### config.mk
export PLATFORM = sky130hd
export DESIGN_NAME = time_tagged_command_scheduler
export DESIGN_NICKNAME = d
export VERILOG_FILES = /design/src/design/tcs_pkg.sv /design/src/design/time_tagged_command_scheduler.sv /design/src/design/tcs_ctrl.sv /design/src/design/tcs_dp.sv
export SDC_FILE = /design/constraint.sdc
export NUM_CORES = 1
export LEC_CHECK = 0
export CAP_MARGIN = 0
export CORE_MARGIN = 2
export CORE_UTILIZATION = 58
export DETAILED_ROUTE_END_ITERATION = 12
export DONT_BUFFER_PORTS = 1
export GPL_TIMING_DRIVEN = 0
export PLACE_DENSITY_LB_ADDON = 0.12
export SLEW_MARGIN = 20
export SYNTH_ARGS = -nofsm -noshare
export SYNTH_HDL_FRONTEND = slang
export SYNTH_SLANG_ARGS = --single-unit
### constraint.sdc
create_clock -name clk -period 6.5 [get_ports clk]
set_clock_uncertainty 0.05 [all_clocks]
set_input_delay 0.975 -clock clk [delete_from_list [all_inputs] [get_ports clk]]
set_output_delay 0.975 -clock clk [all_outputs]
set_load 0.05 [all_outputs]
### src/design/tcs_pkg.sv
`default_nettype none
// ----------------------------------------------------------------------------
// tcs_pkg
// Types and codes shared by the time-tagged command scheduler modules.
// ----------------------------------------------------------------------------
package tcs_pkg;

  localparam logic [1:0] FUNC_INSERT = 2'd0;
  localparam logic [1:0] FUNC_TICK   = 2'd1;
  localparam logic [1:0] FUNC_CLEAR  = 2'd2;

  localparam logic [1:0] KIND_STATUS  = 2'd0;
  localparam logic [1:0] KIND_RELEASE = 2'd1;
  localparam logic [1:0] KIND_DONE    = 2'd2;

  localparam logic [3:0] ST_OK          = 4'd0;
  localparam logic [3:0] ST_FULL        = 4'd1;
  localparam logic [3:0] ST_SUB_SCHED   = 4'd2;
  localparam logic [3:0] ST_COUNT       = 4'd3;
  localparam logic [3:0] ST_ILK_SET     = 4'd4;
  localparam logic [3:0] ST_ILK_ASSESS  = 4'd5;
  localparam logic [3:0] ST_ASSESS_TYPE = 4'd6;
  localparam logic [3:0] ST_TIME_TYPE   = 4'd7;
  localparam logic [3:0] ST_APP_ID      = 4'd8;

  localparam logic CFG_APP_ID_LIMIT    = 1'b0;
  localparam logic CFG_TIME_TYPE_LIMIT = 1'b1;

  localparam logic [7:0] APP_ID_LIMIT_RST    = 8'd255;
  localparam logic [7:0] TIME_TYPE_LIMIT_RST = 8'd3;

  typedef struct packed {
    logic [1:0]  func;
    logic [31:0] current_time;
    logic [7:0]  sub_schedule;
    logic [7:0]  tc_count;
    logic [7:0]  interlock_set;
    logic [7:0]  interlock_assess;
    logic [7:0]  assess_type;
    logic [7:0]  time_type;
    logic [31:0] due_time;
    logic [15:0] run_timeout;
    logic [7:0]  app_id;
    logic [13:0] seq_cnt;
  } in_item_t;

  typedef struct packed {
    logic [1:0]  kind;
    logic [3:0]  status;
    logic [3:0]  slot;
    logic [7:0]  out_app_id;
    logic [13:0] out_seq_cnt;
    logic [15:0] out_timeout;
    logic [4:0]  loaded_count;
    logic        full_res;
    logic        last;
  } out_item_t;

  typedef struct packed {
    logic [31:0] rel_time;
    logic [7:0]  app;
    logic [13:0] seq;
    logic [15:0] timeout;
  } entry_t;

  typedef enum logic [2:0] {
    S_IDLE,
    S_INS_SCAN,
    S_CLEAR,
    S_TICK_RD,
    S_TICK_CMP
  } state_t;

  typedef struct packed {
    logic latch;
    logic idx_clr;
    logic idx_inc;
    logic rd_en;
    logic emit_ins;
    logic emit_rel;
    logic emit_done;
    logic clear_table;
  } tcs_cmd_t;

  typedef struct packed {
    logic [1:0] func;
    logic       at_end;
    logic       slot_free;
    logic       match;
    logic       out_free;
  } tcs_stat_t;

endpackage
`default_nettype wire

### src/design/time_tagged_command_scheduler.sv
`default_nettype none
// ----------------------------------------------------------------------------
// time_tagged_command_scheduler
// Table of commands that are released when a tick carries their release time.
// ----------------------------------------------------------------------------
// An insert finds the lowest free slot by stepping through the valid bits from
// slot zero. A tick reads each slot from the entry memory and then compares its
// time, followed by the done result. A result that is due while the previous
// result still waits at the output holds the sequence until the output is free.
// The valid bits are cleared at reset at once, so there is no clearing pass.
module time_tagged_command_scheduler import tcs_pkg::*; #(
  parameter int SLOTS = 16
) (
  input  wire logic       clk,
  input  wire logic       rst_n,
  input  wire logic       in_valid,
  output logic            in_ready,
  input  wire in_item_t   in_data,
  output logic            out_valid,
  input  wire logic       out_ready,
  output out_item_t       out_data,
  input  wire logic       cfg_we,
  input  wire logic       cfg_index,
  input  wire logic [7:0] cfg_data
);

  tcs_cmd_t  cmd;
  tcs_stat_t stat;

  tcs_ctrl u_ctrl (
    .clk      (clk),
    .rst_n    (rst_n),
    .in_valid (in_valid),
    .in_ready (in_ready),
    .stat     (stat),
    .cmd      (cmd)
  );

  tcs_dp #(
    .SLOTS (SLOTS)
  ) u_dp (
    .clk       (clk),
    .rst_n     (rst_n),
    .in_data   (in_data),
    .cfg_we    (cfg_we),
    .cfg_index (cfg_index),
    .cfg_data  (cfg_data),
    .out_ready (out_ready),
    .out_valid (out_valid),
    .out_data  (out_data),
    .cmd       (cmd),
    .stat      (stat)
  );

endmodule
`default_nettype wire

### src/design/tcs_ctrl.sv
`default_nettype none
// ----------------------------------------------------------------------------
// tcs_ctrl
// Sequencer for insert scans, tick scans and table clears.
// ----------------------------------------------------------------------------
module tcs_ctrl import tcs_pkg::*; (
  input  wire logic      clk,
  input  wire logic      rst_n,
  input  wire logic      in_valid,
  output logic           in_ready,
  input  wire tcs_stat_t stat,
  output tcs_cmd_t       cmd
);

  state_t state_r, state_nxt;

  always_ff @(posedge clk) begin
    if (!rst_n) begin
      state_r <= S_IDLE;
    end else begin
      state_r <= state_nxt;
    end
  end

  always_comb begin
    state_nxt = state_r;
    case (state_r)
      S_IDLE: begin
        if (in_valid) begin
          case (stat.func)
            FUNC_INSERT: state_nxt = S_INS_SCAN;
            FUNC_TICK:   state_nxt = S_TICK_RD;
            FUNC_CLEAR:  state_nxt = S_CLEAR;
            default:     state_nxt = S_IDLE;
          endcase
        end
      end
      S_INS_SCAN: begin
        if (stat.out_free && (stat.at_end || stat.slot_free)) begin
          state_nxt = S_IDLE;
        end
      end
      S_CLEAR: begin
        if (stat.out_free) begin
          state_nxt = S_IDLE;
        end
      end
      S_TICK_RD: begin
        if (!stat.at_end) begin
          state_nxt = S_TICK_CMP;
        end else if (stat.out_free) begin
          state_nxt = S_IDLE;
        end
      end
      S_TICK_CMP: begin
        if (!stat.match || stat.out_free) begin
          state_nxt = S_TICK_RD;
        end
      end
      default: state_nxt = S_IDLE;
    endcase
  end

  always_comb begin
    cmd      = '0;
    in_ready = 1'b0;
    case (state_r)
      S_IDLE: begin
        in_ready    = 1'b1;
        cmd.latch   = in_valid;
        cmd.idx_clr = in_valid;
      end
      S_INS_SCAN: begin
        cmd.emit_ins = stat.out_free && (stat.at_end || stat.slot_free);
        cmd.idx_inc  = !stat.at_end && !stat.slot_free;
      end
      S_CLEAR: begin
        cmd.clear_table = stat.out_free;
      end
      S_TICK_RD: begin
        cmd.rd_en     = !stat.at_end;
        cmd.emit_done = stat.at_end && stat.out_free;
      end
      S_TICK_CMP: begin
        cmd.emit_rel = stat.match && stat.out_free;
        cmd.idx_inc  = !stat.match || stat.out_free;
      end
      default: begin
        cmd = '0;
      end
    endcase
  end

endmodule
`default_nettype wire

### src/design/tcs_dp.sv
`default_nettype none
// ----------------------------------------------------------------------------
// tcs_dp
// Entry memory, valid bits, header checks, counters and the result register.
// ----------------------------------------------------------------------------
module tcs_dp import tcs_pkg::*; #(
  parameter int SLOTS = 16
) (
  input  wire logic      clk,
  input  wire logic      rst_n,
  input  wire in_item_t  in_data,
  input  wire logic      cfg_we,
  input  wire logic      cfg_index,
  input  wire logic [7:0] cfg_data,
  input  wire logic      out_ready,
  output logic           out_valid,
  output out_item_t      out_data,
  input  wire tcs_cmd_t  cmd,
  output tcs_stat_t      stat
);

  localparam int IDX_W  = $clog2(SLOTS + 1);
  localparam int ADDR_W = (SLOTS > 1) ? $clog2(SLOTS) : 1;

  in_item_t          item_r;
  logic [IDX_W-1:0]  idx_r;
  logic [IDX_W-1:0]  cnt_r, cnt_nxt;
  logic [SLOTS-1:0]  valid_r, valid_nxt;
  logic [7:0]        app_lim_r, time_lim_r;
  entry_t            mem [SLOTS];
  entry_t            rd_r;
  entry_t            wr_entry;
  logic              out_valid_r, out_valid_nxt;
  out_item_t         out_data_r, out_data_nxt;
  logic [ADDR_W-1:0] addr;
  logic              at_end;
  logic              slot_free;
  logic [3:0]        ins_status;

  assign addr      = idx_r[ADDR_W-1:0];
  assign at_end    = (idx_r == IDX_W'(SLOTS));
  assign slot_free = !at_end && !valid_r[addr];

  always_comb begin
    if (at_end) begin
      ins_status = ST_FULL;
    end else if (item_r.sub_schedule != 8'd1) begin
      ins_status = ST_SUB_SCHED;
    end else if (item_r.tc_count != 8'd1) begin
      ins_status = ST_COUNT;
    end else if (item_r.interlock_set != 8'd0) begin
      ins_status = ST_ILK_SET;
    end else if (item_r.interlock_assess != 8'd0) begin
      ins_status = ST_ILK_ASSESS;
    end else if (item_r.assess_type != 8'd1) begin
      ins_status = ST_ASSESS_TYPE;
    end else if (item_r.time_type >= time_lim_r) begin
      ins_status = ST_TIME_TYPE;
    end else if (item_r.app_id >= app_lim_r) begin
      ins_status = ST_APP_ID;
    end else begin
      ins_status = ST_OK;
    end
  end

  assign stat.func      = in_data.func;
  assign stat.at_end    = at_end;
  assign stat.slot_free = slot_free;
  assign stat.match     = valid_r[addr] && (rd_r.rel_time == item_r.current_time);
  assign stat.out_free  = !out_valid_r || out_ready;

  assign wr_entry.rel_time = item_r.due_time;
  assign wr_entry.app      = item_r.app_id;
  assign wr_entry.seq      = item_r.seq_cnt;
  assign wr_entry.timeout  = item_r.run_timeout;

  always_ff @(posedge clk) begin
    if (cmd.emit_ins && ins_status == ST_OK) begin
      mem[addr] <= wr_entry;
    end
    if (cmd.rd_en) begin
      rd_r <= mem[addr];
    end
  end

  always_comb begin
    valid_nxt     = valid_r;
    cnt_nxt       = cnt_r;
    out_data_nxt  = out_data_r;
    out_valid_nxt = out_valid_r && !out_ready;
    if (cmd.emit_ins) begin
      if (ins_status == ST_OK) begin
        valid_nxt[addr] = 1'b1;
        cnt_nxt         = cnt_r + IDX_W'(1);
      end
      out_data_nxt        = '0;
      out_data_nxt.kind   = KIND_STATUS;
      out_data_nxt.status = ins_status;
      out_data_nxt.slot   = (ins_status == ST_OK) ? 4'(idx_r) : 4'd0;
      out_data_nxt.last   = 1'b1;
    end
    if (cmd.emit_rel) begin
      valid_nxt[addr] = 1'b0;
      if (cnt_r != '0) begin
        cnt_nxt = cnt_r - IDX_W'(1);
      end
      out_data_nxt             = '0;
      out_data_nxt.kind        = KIND_RELEASE;
      out_data_nxt.slot        = 4'(idx_r);
      out_data_nxt.out_app_id  = rd_r.app;
      out_data_nxt.out_seq_cnt = rd_r.seq;
      out_data_nxt.out_timeout = rd_r.timeout;
    end
    if (cmd.emit_done) begin
      out_data_nxt      = '0;
      out_data_nxt.kind = KIND_DONE;
      out_data_nxt.last = 1'b1;
    end
    if (cmd.clear_table) begin
      valid_nxt         = '0;
      cnt_nxt           = '0;
      out_data_nxt      = '0;
      out_data_nxt.kind = KIND_STATUS;
      out_data_nxt.last = 1'b1;
    end
    if (cmd.emit_ins || cmd.emit_rel || cmd.emit_done || cmd.clear_table) begin
      out_data_nxt.loaded_count = 5'(cnt_nxt);
      out_data_nxt.full_res     = (cnt_nxt == IDX_W'(SLOTS));
      out_valid_nxt             = 1'b1;
    end
  end

  always_ff @(posedge clk) begin
    if (!rst_n) begin
      valid_r     <= '0;
      cnt_r       <= '0;
      out_valid_r <= 1'b0;
      app_lim_r   <= APP_ID_LIMIT_RST;
      time_lim_r  <= TIME_TYPE_LIMIT_RST;
    end else begin
      valid_r     <= valid_nxt;
      cnt_r       <= cnt_nxt;
      out_valid_r <= out_valid_nxt;
      if (cfg_we && cfg_index == CFG_APP_ID_LIMIT) begin
        app_lim_r <= cfg_data;
      end
      if (cfg_we && cfg_index == CFG_TIME_TYPE_LIMIT) begin
        time_lim_r <= cfg_data;
      end
    end
  end

  always_ff @(posedge clk) begin
    out_data_r <= out_data_nxt;
    if (cmd.latch) begin
      item_r <= in_data;
    end
    if (cmd.idx_clr) begin
      idx_r <= '0;
    end else if (cmd.idx_inc) begin
      idx_r <= idx_r + IDX_W'(1);
    end
  end

  assign out_valid = out_valid_r;
  assign out_data  = out_data_r;

endmodule
`default_nettype wire

==> impl_metrics.yaml, run 1 <==
cells_and_area:
  syn_to_final_growth_pct: 13.3
  fin_nets: 2768
  layout-drive-gt1-share: 0.250
  final_cell_area_um2: 60900
  fillCellCount: 5838
  multi_input_area_um2: 10900
  seqCellArea_um2: 42300
clocking:
  ctsHoldBuffers: 0
  cts_sinks: 1441
  clk_path_buf_depth: 3
  numCtsBuffers: 144
  clockRootBuffer: "clkbuf_16"
  clock_latency_ns: 0.75
  h-tree-depth: 4
  cts_tree: "done"
  cts.reportedPaths.clkPinSlew_ns: 0.06
  cts_resized: 0
  post-cts-setup-buffers: 0
routing:
  wl_per_cell_um: 32.7
  drc: 0
  via_per_inst: 6.46
  drtIter0Drc: 3234
  firstDrtPassIters: 7
  wl_mm: 129
  postRouteAntennaNets: 0
  vias: 25400
logic_synthesis:
  synth_seq_cells: 1441
  synth_most_common_cell: "edfxtp_1"
  yosysWarnings: 0
  synth_top_area_cell: "edfxtp_1"
  synth_cells: 2390
  seq_area_frac_synth: 0.788
  async_reset_ff_frac: 0
  synth_flop_cell: "edfxtp_1"
  synth.area.top_cells: "edfxtp_1, mux4_2, dfxtp_1"
  syn_area_per_cell_um2: 22.5
  synth_commonest_cells: "edfxtp_1, mux4_2, nand2_1"
  yosysTopAreaCellShare: 0.752
  netlist_area_um2: 53700
  synth_cell_types: 71
  synth-edff-count: 1346
  mappedNetlistNets: 2581
critical_path:
  crit_slowest_cell: "clkbuf_1"
  reg2reg_slack_ns: 0.31
  startpoint_type: "flop"
  critPathKind: "reg -> reg"
  cp.arrival_ns: 6.56
  end_kind: "flop"
  path_cells: "buf_4, clkbuf_1, clkbuf_1, inv_1, ha_1, and4bb_2, or3_1, a31oi_1, a21oi_1, a211oi_4, buf_6, and3_4, buf_12, buf_12"
  reg2reg_depth: 14
  path_max_fanout: 30
  cp_data_required_time_ns: 6.86
  slowest_delay_ns: 0.94
power:
  p_per_area_nw_per_um2: 308
  power.leakage_nw: 18.9
  peakVddDrop_mv: 0.230
  power.total_mw: 18.7
timing:
  max_freq_mhz: 161
  finalMaxSlewViolations: 0
  relSlewSlack: 0.172
  setup_violations: 0
  final.setup.worst_slack_ns: 0.306
  fin_crit_sh: 0.953
  hold_slack_ns: 0.269
  worst_pin_slew_ns: 1.24
  grt_setup_unrepaired: "no"
  finalCriticalPeriod_ns: 6.19
  fin_tns_setup_ns: 0
  final_hold_viol_count: 0
floorplanning:
  coreArea_um2: 91800
  dieArea_um2: 95100
  die_w_um: 308
  start_util: 0.585
  fp.dieH_um: 308
  rows: 111
  ioPinCount: 223
global_routing:
  grt_usage: 0.276
  antenna_found_initial: 13
  grt_pass1_vias: 25600
  grt_pass1_wl_mm: 181
  grt_overflow: 0
  grt_max_degree: 83
placed_design:
  post-dp-hpwl_mm: 75.3
  dp_slack_ns: 0.431
  gp_congestion: 0.843
  portBuffers: 0
  dpl_cell_area_um2: 56300
worst_hold_path:
  hold_path_class: "in -> reg"
  min_path_cells: 0
run:
  cap_viol_max_count: 0
status:
  status: "finished, final reports clean"
==> sequential cells by signal (all words and copies together) (netlist names), named ones only <==
register,flops
u_ctrl.state_r,3
u_dp.app_lim_r,8
u_dp.cnt_r,5
u_dp.idx_r,5
u_dp.item_r,150
u_dp.mem,1120
u_dp.out_data,55
u_dp.out_valid,1
u_dp.rd_r,70
u_dp.time_lim_r,8
u_dp.valid_r,14
==> cell usage in the layout (no fill, tap or decap), drive strengths merged, types with 3 or more instances in the layout <==
cell type,netlist,layout
bufinv,0,9
mux4,352,352
a31oi,5,5
nand3,49,49
nand2,135,135
buf,36,69
inv,28,31
dfxtp,95,95
mux2i,7,7
nand4,7,7
nand2b,9,9
diode,0,6
a211oi,4,4
clkinv,0,45
or4,3,3
clkinvlp,0,6
ha,25,25
nor4,13,13
a21oi,22,22
edfxtp,1346,1346
o211ai,8,8
o21a,3,3
o221a,15,15
or3,5,5
xor2,33,33
nor2,33,33
or2,3,3
and2,4,4
clkbuf,73,274
and3,18,18
a22o,5,5
nor2b,5,5
mux2,3,3
nor3,10,10
==> worst max-delay path: cells and delay by family (launching register included) <==
kind | cells | cell delay (ns)
and+or+nand+nor | 3 | 1.46
adders and majority gates | 1 | 0.32
DFF | 1 | 0.40
AOI/OAI and AO/OA | 3 | 0.74
buffers and inverters | 7 | 2.82
==> final timing paths <==
check / from / to
max: u_dp.idx_r[1] / u_dp.mem[0][20]
min: in_data[38] / u_dp.item_r[38]
max reg2reg: u_dp.idx_r[1] / u_dp.mem[0][20]
min reg2reg: u_dp.rd_r[30] / u_dp.out_data[37]
==> metrics by stage <==
stage / util / instances
after floorplan: - / 2390
after global placement: 0.602 / 3633
after detailed placement: 0.613 / 3674
after CTS: 0.663 / 3930
after global routing: 0.663 / 3932
final: 0.663 / 3936
==> per-layer routing <==
metal | routed length (um) | track usage | up-vias
met1 | 49000 | 0.383 | 13400
met5 | 57 | 0 | -
met2 | 62800 | 0.438 | 1386
met3 | 12700 | 0.0617 | 232
li1 | - | - | 10400
met4 | 4320 | 0.0964 | 10
==> report_power, final <==
group | switching, mW | leakage (nW) | internal (mW)
logic | 0.159 | 3.69 | 0.0701
clock network | 3.34 | 2.23 | 4.68
registers | 0.187 | 13.0 | 10.3
total | 3.69 | 18.9 | 15.0
==> final cells by class <==
cell class,instances,share of cell area
Multi-Input combinational cell,812,0.180
Sequential cell,1441,0.695
Buffer,109,0.00779
Clock buffer,193,0.0658
Clock inverter,63,0.00935
Inverter,28,0.00185
Timing Repair Buffer,41,0.0146
Tap cell,1243,0.0255
Antenna cell,6,0.000247
==> logic make-up (layout without fill, tap and decap cells) <==
| family | count (synthesis) | count (layout) | share of synthesized area |
|---|---|---|---|
| compound gates | 89 | 89 | 0.0136 |
| buf+inv | 137 | 434 | 0.0102 |
| simple gates | 301 | 301 | 0.0276 |
| flops | 1441 | 1441 | 0.788 |
| xor+xnor | 35 | 35 | 0.00570 |
| mux | 362 | 362 | 0.150 |
| other cells | 0 | 6 | 0 |
| fa+ha+maj | 25 | 25 | 0.00582 |
(Power assumes the default switching activity.)
==> run 2, diff against run 1 <==
--- a/config.mk
+++ b/config.mk
@@ -12,7 +12,8 @@
 export DONT_BUFFER_PORTS = 1
 export GPL_TIMING_DRIVEN = 0
 export PLACE_DENSITY_LB_ADDON = 0.12
-export SLEW_MARGIN = 20
+export REMOVE_ABC_BUFFERS = 1
+export SLEW_MARGIN = 10
 export SYNTH_ARGS = -nofsm -noshare
 export SYNTH_HDL_FRONTEND = slang
 export SYNTH_SLANG_ARGS = --single-unit
==> run 2 against run 1 <==
  * First-iteration DRC count down 21%
  * Power up 1.4%
  * Worst setup slack better by 0.85 ns
  * Cell count down 2.2%
  * Register-to-register slack better by 0.85 ns
  * Largest power group unchanged
  * Utilization up 0.40 points
  * Clock-buffer cell count down 7
  * Sequential power about the same
  * Clock power up 3.5%
==> impl_metrics.yaml, run 2 (synthesis results as in run 1) <==
cells_and_area:
  layout-drive-gt1-share: 0.257
  final_common_cell: "edfxtp_1"
  syn_to_final_growth_pct: 14.0
  largest_reg_flops: 1120
  fin_nets: 2679
  reg.largest.list: "u_dp.mem (1120), u_dp.item_r (150), u_dp.rd_r (70)"
  final_cell_mix: "edfxtp_1, mux4_2, clkbuf_16"
  largest_register: "u_dp.mem"
routing:
  postRouteAntennaNets: 0
  wl_per_cell_um: 30.4
  vias: 24400
  drc: 0
  wl_mm: 117
  via_per_inst: 6.33
  drtIter0Drc: 2565
  firstDrtPassIters: 5
critical_path:
  path_max_fanout: 49
  cp.depth: 12
  path_cells: "buf_16, buf_16, inv_1, ha_1, and4bb_2, or3_1, a31oi_1, a21oi_1, a211oi_4, and3_4, buf_12, buf_16"
  critPathBufInv: 5
  critPathKind: "reg -> reg"
  r2r-end: "u_dp.mem[3][47]"
  crit_family: "simple AND/OR/NAND/NOR gates"
  cp.arrival_ns: 5.72
  reg2reg_slack_ns: 1.16
  cp_data_required_time_ns: 6.87
  slowest_delay_ns: 0.83
  cpMostUsedCell: "buf_16"
  crit_slowest_cell: "a211oi_4"
  end_kind: "flop"
  timing.rr.start: "u_dp.idx_r[1]"
  startpoint_type: "flop"
  reg2reg_depth: 12
floorplanning:
  start_util: 0.585
  coreArea_um2: 91800
  fp.dieH_um: 308
  dieArea_um2: 95100
  rows: 111
  ioPinCount: 223
  die_w_um: 308
power:
  peakVddDrop_mv: 0.319
  p_per_area_nw_per_um2: 310
  power.leakage_nw: 19.0
placed_design:
  portBuffers: 0
  dp_slack_ns: 1.20
  gp_congestion: 0.782
  post-dp-hpwl_mm: 64.1
clocking:
  cts_sinks: 1441
  cts_resized: 0
  numCtsBuffers: 145
  ctsHoldBuffers: 0
  clk_path_buf_depth: 3
  clockRootBuffer: "clkbuf_16"
  clock_latency_ns: 0.75
  cts.reportedPaths.clkPinSlew_ns: 0.06
  post-cts-setup-buffers: 0
  h-tree-depth: 4
  cts_tree: "done"
timing:
  max_freq_mhz: 187
  hold_slack_ns: 0.248
  setup_violations: 0
  fin_tns_setup_ns: 0
  final_hold_viol_count: 0
  finalCriticalPeriod_ns: 5.34
  worst_pin_slew_ns: 1.23
  relSlewSlack: 0.172
  finalMaxSlewViolations: 0
  grt_setup_unrepaired: "no"
  final.setup.worst_slack_ns: 1.16
  fin_crit_sh: 0.822
global_routing:
  grt_overflow: 0
  grt_util_met1: 0.357
  met2_usage: 0.402
  grt-busiest-layer: "met2"
  grt_max_degree: 90
  grtUsageMet3: 0.0561
  grt_pass1_wl_mm: 170
  antenna_found_initial: 11
  grt_usage: 0.253
  grt_pass1_vias: 24900
worst_hold_path:
  hold_path_class: "in -> reg"
  min_from: "rst_n"
  min_to: "u_dp.app_lim_r[0]"
  min_path_cells: 1
run:
  cap_viol_max_count: 0
status:
  status: "finished, final reports clean"
-- run 2: changes by cell type in the layout (fill, tap and decap cells not counted), moves of 6 or more --
cell / previous run / this run
buf_1: 9 / 1
buf_12: 21 / 10
buf_16: 15 / 47
buf_2: 15 / 0
bufinv_16: 9 / 15
clkbuf_1: 99 / 31
clkbuf_2: 16 / 0
-- run 2: worst max-delay path by stage --
stage                             start          endpoint  slack [ns]
final                     u_dp.idx_r[1]   u_dp.mem[3][47]        1.16
after global routing      u_dp.idx_r[1]   u_dp.mem[3][29]        0.95
after CTS                 u_dp.idx_r[1]   u_dp.mem[3][29]        1.15
after detailed placement  u_dp.idx_r[1]   u_dp.mem[3][47]        1.20
after global placement    u_dp.idx_r[0]  u_dp.valid_r[12]      -17.90
after floorplan           u_dp.idx_r[0]  u_dp.valid_r[12]       -9.65
-- run 2: through the flow --
step | util | power, mW | instance area, um^2 | std cells
2_1_floorplan | - | 10.8 | 53300 | 2281
3_3_place_gp | 0.597 | 10.9 | 54800 | 3524
3_5_place_dp | 0.615 | 10.9 | 56500 | 3584
4_1_cts | 0.667 | 19.1 | 61200 | 3846
5_1_grt | 0.667 | 19.5 | 61200 | 3846
6_report | 0.667 | 19.0 | 61300 | 3848
-- run 2: worst reg2reg max path, cell delays in order, from the launching register on --
cell and delay (ns):
dfxtp_4 0.63, buf_16 0.36, buf_16 0.29, inv_1 0.11
ha_1 0.29, and4bb_2 0.32, or3_1 0.44, a31oi_1 0.18
a21oi_1 0.18, a211oi_4 0.83, and3_4 0.73, buf_12 0.31
buf_16 0.28
-- run 2: report_power, final --
part	internal [mW]	total (mW)	switching [mW]
Combinational	0.0784	0.217	0.139
Sequential	10.3	10.5	0.183
Clock	4.90	8.30	3.40
Total	15.3	19.0	3.73
-- run 2: layer usage --
metal / up-vias / routed length, um
met1: 13000 / 48200
li1: 10200 / -
met5: - / 89
met2: 927 / 57200
met3: 210 / 8640
met4: 14 / 2800
-- run 2: cell type report --
| type | count | area [um^2] |
|---|---|---|
| inverter | 28 | 113 |
| timing repair buffer | 60 | 1510 |
| clock buffer | 186 | 3940 |
| sequential | 1441 | 42300 |
| tap | 1243 | 1560 |
| fill | 5683 | 30600 |
| clock inverter | 76 | 831 |
| antenna | 2 | 5.00 |
| multi-input combinational | 812 | 11000 |
==> run 3, diff against run 2 <==
--- a/config.mk
+++ b/config.mk
@@ -5,9 +5,10 @@
 export SDC_FILE = /design/constraint.sdc
 export NUM_CORES = 1
 export LEC_CHECK = 0
+export ABC_AREA = 1
 export CAP_MARGIN = 0
 export CORE_MARGIN = 2
-export CORE_UTILIZATION = 58
+export CORE_UTILIZATION = 57
 export DETAILED_ROUTE_END_ITERATION = 12
 export DONT_BUFFER_PORTS = 1
 export GPL_TIMING_DRIVEN = 0
==> constraint.sdc (replaced) <==
create_clock -name clk -period 4.9 [get_ports clk]
set_clock_uncertainty 0.05 [all_clocks]
set_input_delay 0.735 -clock clk [delete_from_list [all_inputs] [get_ports clk]]
set_output_delay 0.735 -clock clk [all_outputs]
set_load 0.05 [all_outputs]
==> run 3 against run 2 <==
  * Combinational power increased to 2.7 times the previous value
  * Hold slack got worse by 0.21 ns
  * Die area increased by 3.1%
  * Via count increased by 39%
  * First-iteration DRC count increased by 52%
  * Utilization increased by 1.6 points
  * Register-to-register slack got worse by 1.0 ns
  * Sequential cell count unchanged
  * Sequential power increased by 33%
  * Synthesized area increased by 1.4%
  * Largest cell class unchanged
==> impl_metrics.yaml, run 3 <==
status:
  status: "finished, final reports clean"
floorplanning:
  rows: 113
  dieArea_um2: 98000
  start_util: 0.574
  die_w_um: 313
  fp.dieH_um: 313
  coreArea_um2: 94900
  ioPinCount: 223
clocking:
  h-tree-depth: 4
  cts_tree: "done"
  clockRootBuffer: "clkbuf_16"
  cts.reportedPaths.clkPinSlew_ns: 0.06
  clk_path_buf_depth: 3
  numCtsBuffers: 148
  clock_latency_ns: 0.75
  cts_sinks: 1441
logic_synthesis:
  yosysWarnings: 0
  synth_cells: 3994
  synth_top_area_cell: "edfxtp_1"
  synth_flop_cell: "edfxtp_1"
  synth_seq_cells: 1441
  synth_compound_area_frac: 0.0968
  muxShareOfSynthArea: 0
  synth_commonest_cells: "edfxtp_1, nor2_1, o21ai_0"
  syn_area_per_cell_um2: 13.6
  synth-simple-area-share: 0.0925
  synth_top_family_by_area: "compound AO/OA/AOI/OAI gates"
  synth_cell_types: 39
  synth-edff-count: 1346
  netlist_area_um2: 54500
  seq_area_frac_synth: 0.777
  synth_most_common_cell: "edfxtp_1"
  yosysTopAreaCellShare: 0.742
  synthAdderAreaFrac: 0.00574
  async_reset_ff_frac: 0
  synthXorXnorAreaFrac: 0.00499
  synth.area.top_cells: "edfxtp_1, o21ai_0, nor2_1"
placed_design:
  portBuffers: 0
  post-dp-hpwl_mm: 81.6
  gp_congestion: 0.762
timing:
  finalCriticalPeriod_ns: 4.74
  finalMaxSlewViolations: 0
  worst_pin_slew_ns: 1.15
  relSlewSlack: 0.230
  fin_crit_sh: 0.967
  final_hold_viol_count: 0
  hold_slack_ns: 0.0426
  max_freq_mhz: 211
  setup_violations: 0
routing:
  vias: 34000
  wl_mm: 140
  drtIter0Drc: 3909
  postRouteAntennaNets: 0
  via_per_inst: 6.07
  wl_per_cell_um: 25.0
  drc: 0
  firstDrtPassIters: 5
critical_path:
  startpoint_type: "flop"
  crit_slowest_cell: "dfxtp_4"
  path_cells: "buf_16, buf_12, inv_16, buf_16, ha_1, inv_4, nor2_2, nand2_2, nand4_2, a21oi_2, nand2_8, nor3_2, buf_4, buf_4, buf_8, buf_4, buf_4"
  cp.arrival_ns: 5.12
  slowest_delay_ns: 0.50
  end_kind: "flop"
  cpMostUsedCell: "buf_4"
  cp_data_required_time_ns: 5.28
  critPathKind: "reg -> reg"
  path_max_fanout: 71
global_routing:
  grt_max_degree: 157
  grt_overflow: 0
  antenna_found_initial: 10
  grt_usage: 0.284
  grt_pass1_wl_mm: 206
  grt_pass1_vias: 32100
run:
  cap_viol_max_count: 0
cells_and_area:
  largest_register: "u_dp.mem"
  fin_nets: 4405
  final_cell_mix: "edfxtp_1, nor2_1, o21ai_0"
  reg.largest.list: "u_dp.mem (1120), u_dp.item_r (150), u_dp.rd_r (70)"
  largest_reg_flops: 1120
  layout-drive-gt1-share: 0.100
  syn_to_final_growth_pct: 19.1
  final_common_cell: "edfxtp_1"
power:
  power.total_mw: 26.1
  peakVddDrop_mv: 0.333
  p_per_area_nw_per_um2: 403
  power.leakage_nw: 22.1
worst_hold_path:
  hold_path_class: "in -> reg"
run 3: cell count changes after synthesis, moves of 31 or more:
| cell | change |
|---|---|
| nor2_1 | +624 |
| o21ai_0 | +577 |
| mux4_2 | -352 |
| o22ai_1 | +279 |
| nand2_1 | +269 |
| clkbuf_1 | +144 |
| nand4_1 | +71 |
| inv_1 | +44 |
| a22o_1 | +31 |
run 3: cell type report:
type / instances / area, um^2
Sequential cell: 1441 / 42300
Fill cell: 6382 / 30000
Multi-Input combinational cell: 2231 / 11000
Timing Repair Buffer: 303 / 4500
Clock buffer: 198 / 4130
Tap cell: 1265 / 1580
Clock inverter: 62 / 873
Inverter: 88 / 374
Antenna cell: 4 / 10.0
Timing Repair inverter: 1 / 8.76
run 3: layer usage:
metal | global-route usage | routed length (um) | vias to the layer above | part of all wire
met4 | 0.0920 | 4070 | 8 | 0.029
met5 | 0 | 55 | - | 0.00039
met3 | 0.0459 | 11000 | 292 | 0.079
met2 | 0.472 | 69600 | 1532 | 0.50
met1 | 0.387 | 55300 | 16900 | 0.39
li1 | - | - | 15200 | -
run 3: logic make-up after synthesis:
family,after synthesis
AOI/OAI and AO/OA,944
xor gates and xnor gates,31
adders and majority gates,25
buffers and inverters,322
DFF,1441
and+or+nand+nor,1231
run 3: per-stage QoR:
stage	area, um^2	instances	setup TNS [ns]	util	worst slack, ns
floorplan	53500	3760	-	-	-22.52
global placement	55100	5025	-	0.581	-57.98
detailed placement	58400	5197	-198.28	0.615	-0.760
CTS	64800	5587	0	0.683	0.0111
global route	64800	5593	-0.0904	0.683	-0.0278
finish	64800	5593	0	0.683	0.160
run 3: worst max-delay path, delay by kind of cell (launching register included):
family          cells  cell delay, ns
compound gates      1            0.33
flops               1            0.50
buf+inv            10            2.23
fa+ha+maj           1            0.29
simple gates        5            0.86
run 3: where the power goes:
part,switching (mW),internal (mW)
sequential,0.293,13.7
combinational,0.369,0.224
clock,4.48,7.09
total,5.14,21.0
run 3: what timing repair did:
action / CTS / global route
resized for setup: 7 / 1
setup buffers: 8 / 2
pin swaps: 5 / 0
hold buffers: 118 / 0
gates cloned: 4 / 0
endpoints found under the setup margin: 796 / 231
hold endpoints to repair: 118 / 0
run 3: final timing paths:
kind | from | endpoint | slack (ns) | cells after the start
worst min register to register | u_dp.rd_r[22] | u_dp.out_data[29] | 0.41 | 1
worst max register to register | u_dp.idx_r[0] | u_dp.mem[11][6] | 0.16 | 17
worst min-delay path | in_data[21] | u_dp.item_r[21] | 0.04 | 0
worst max-delay path | u_dp.idx_r[0] | u_dp.mem[11][6] | 0.16 | 17
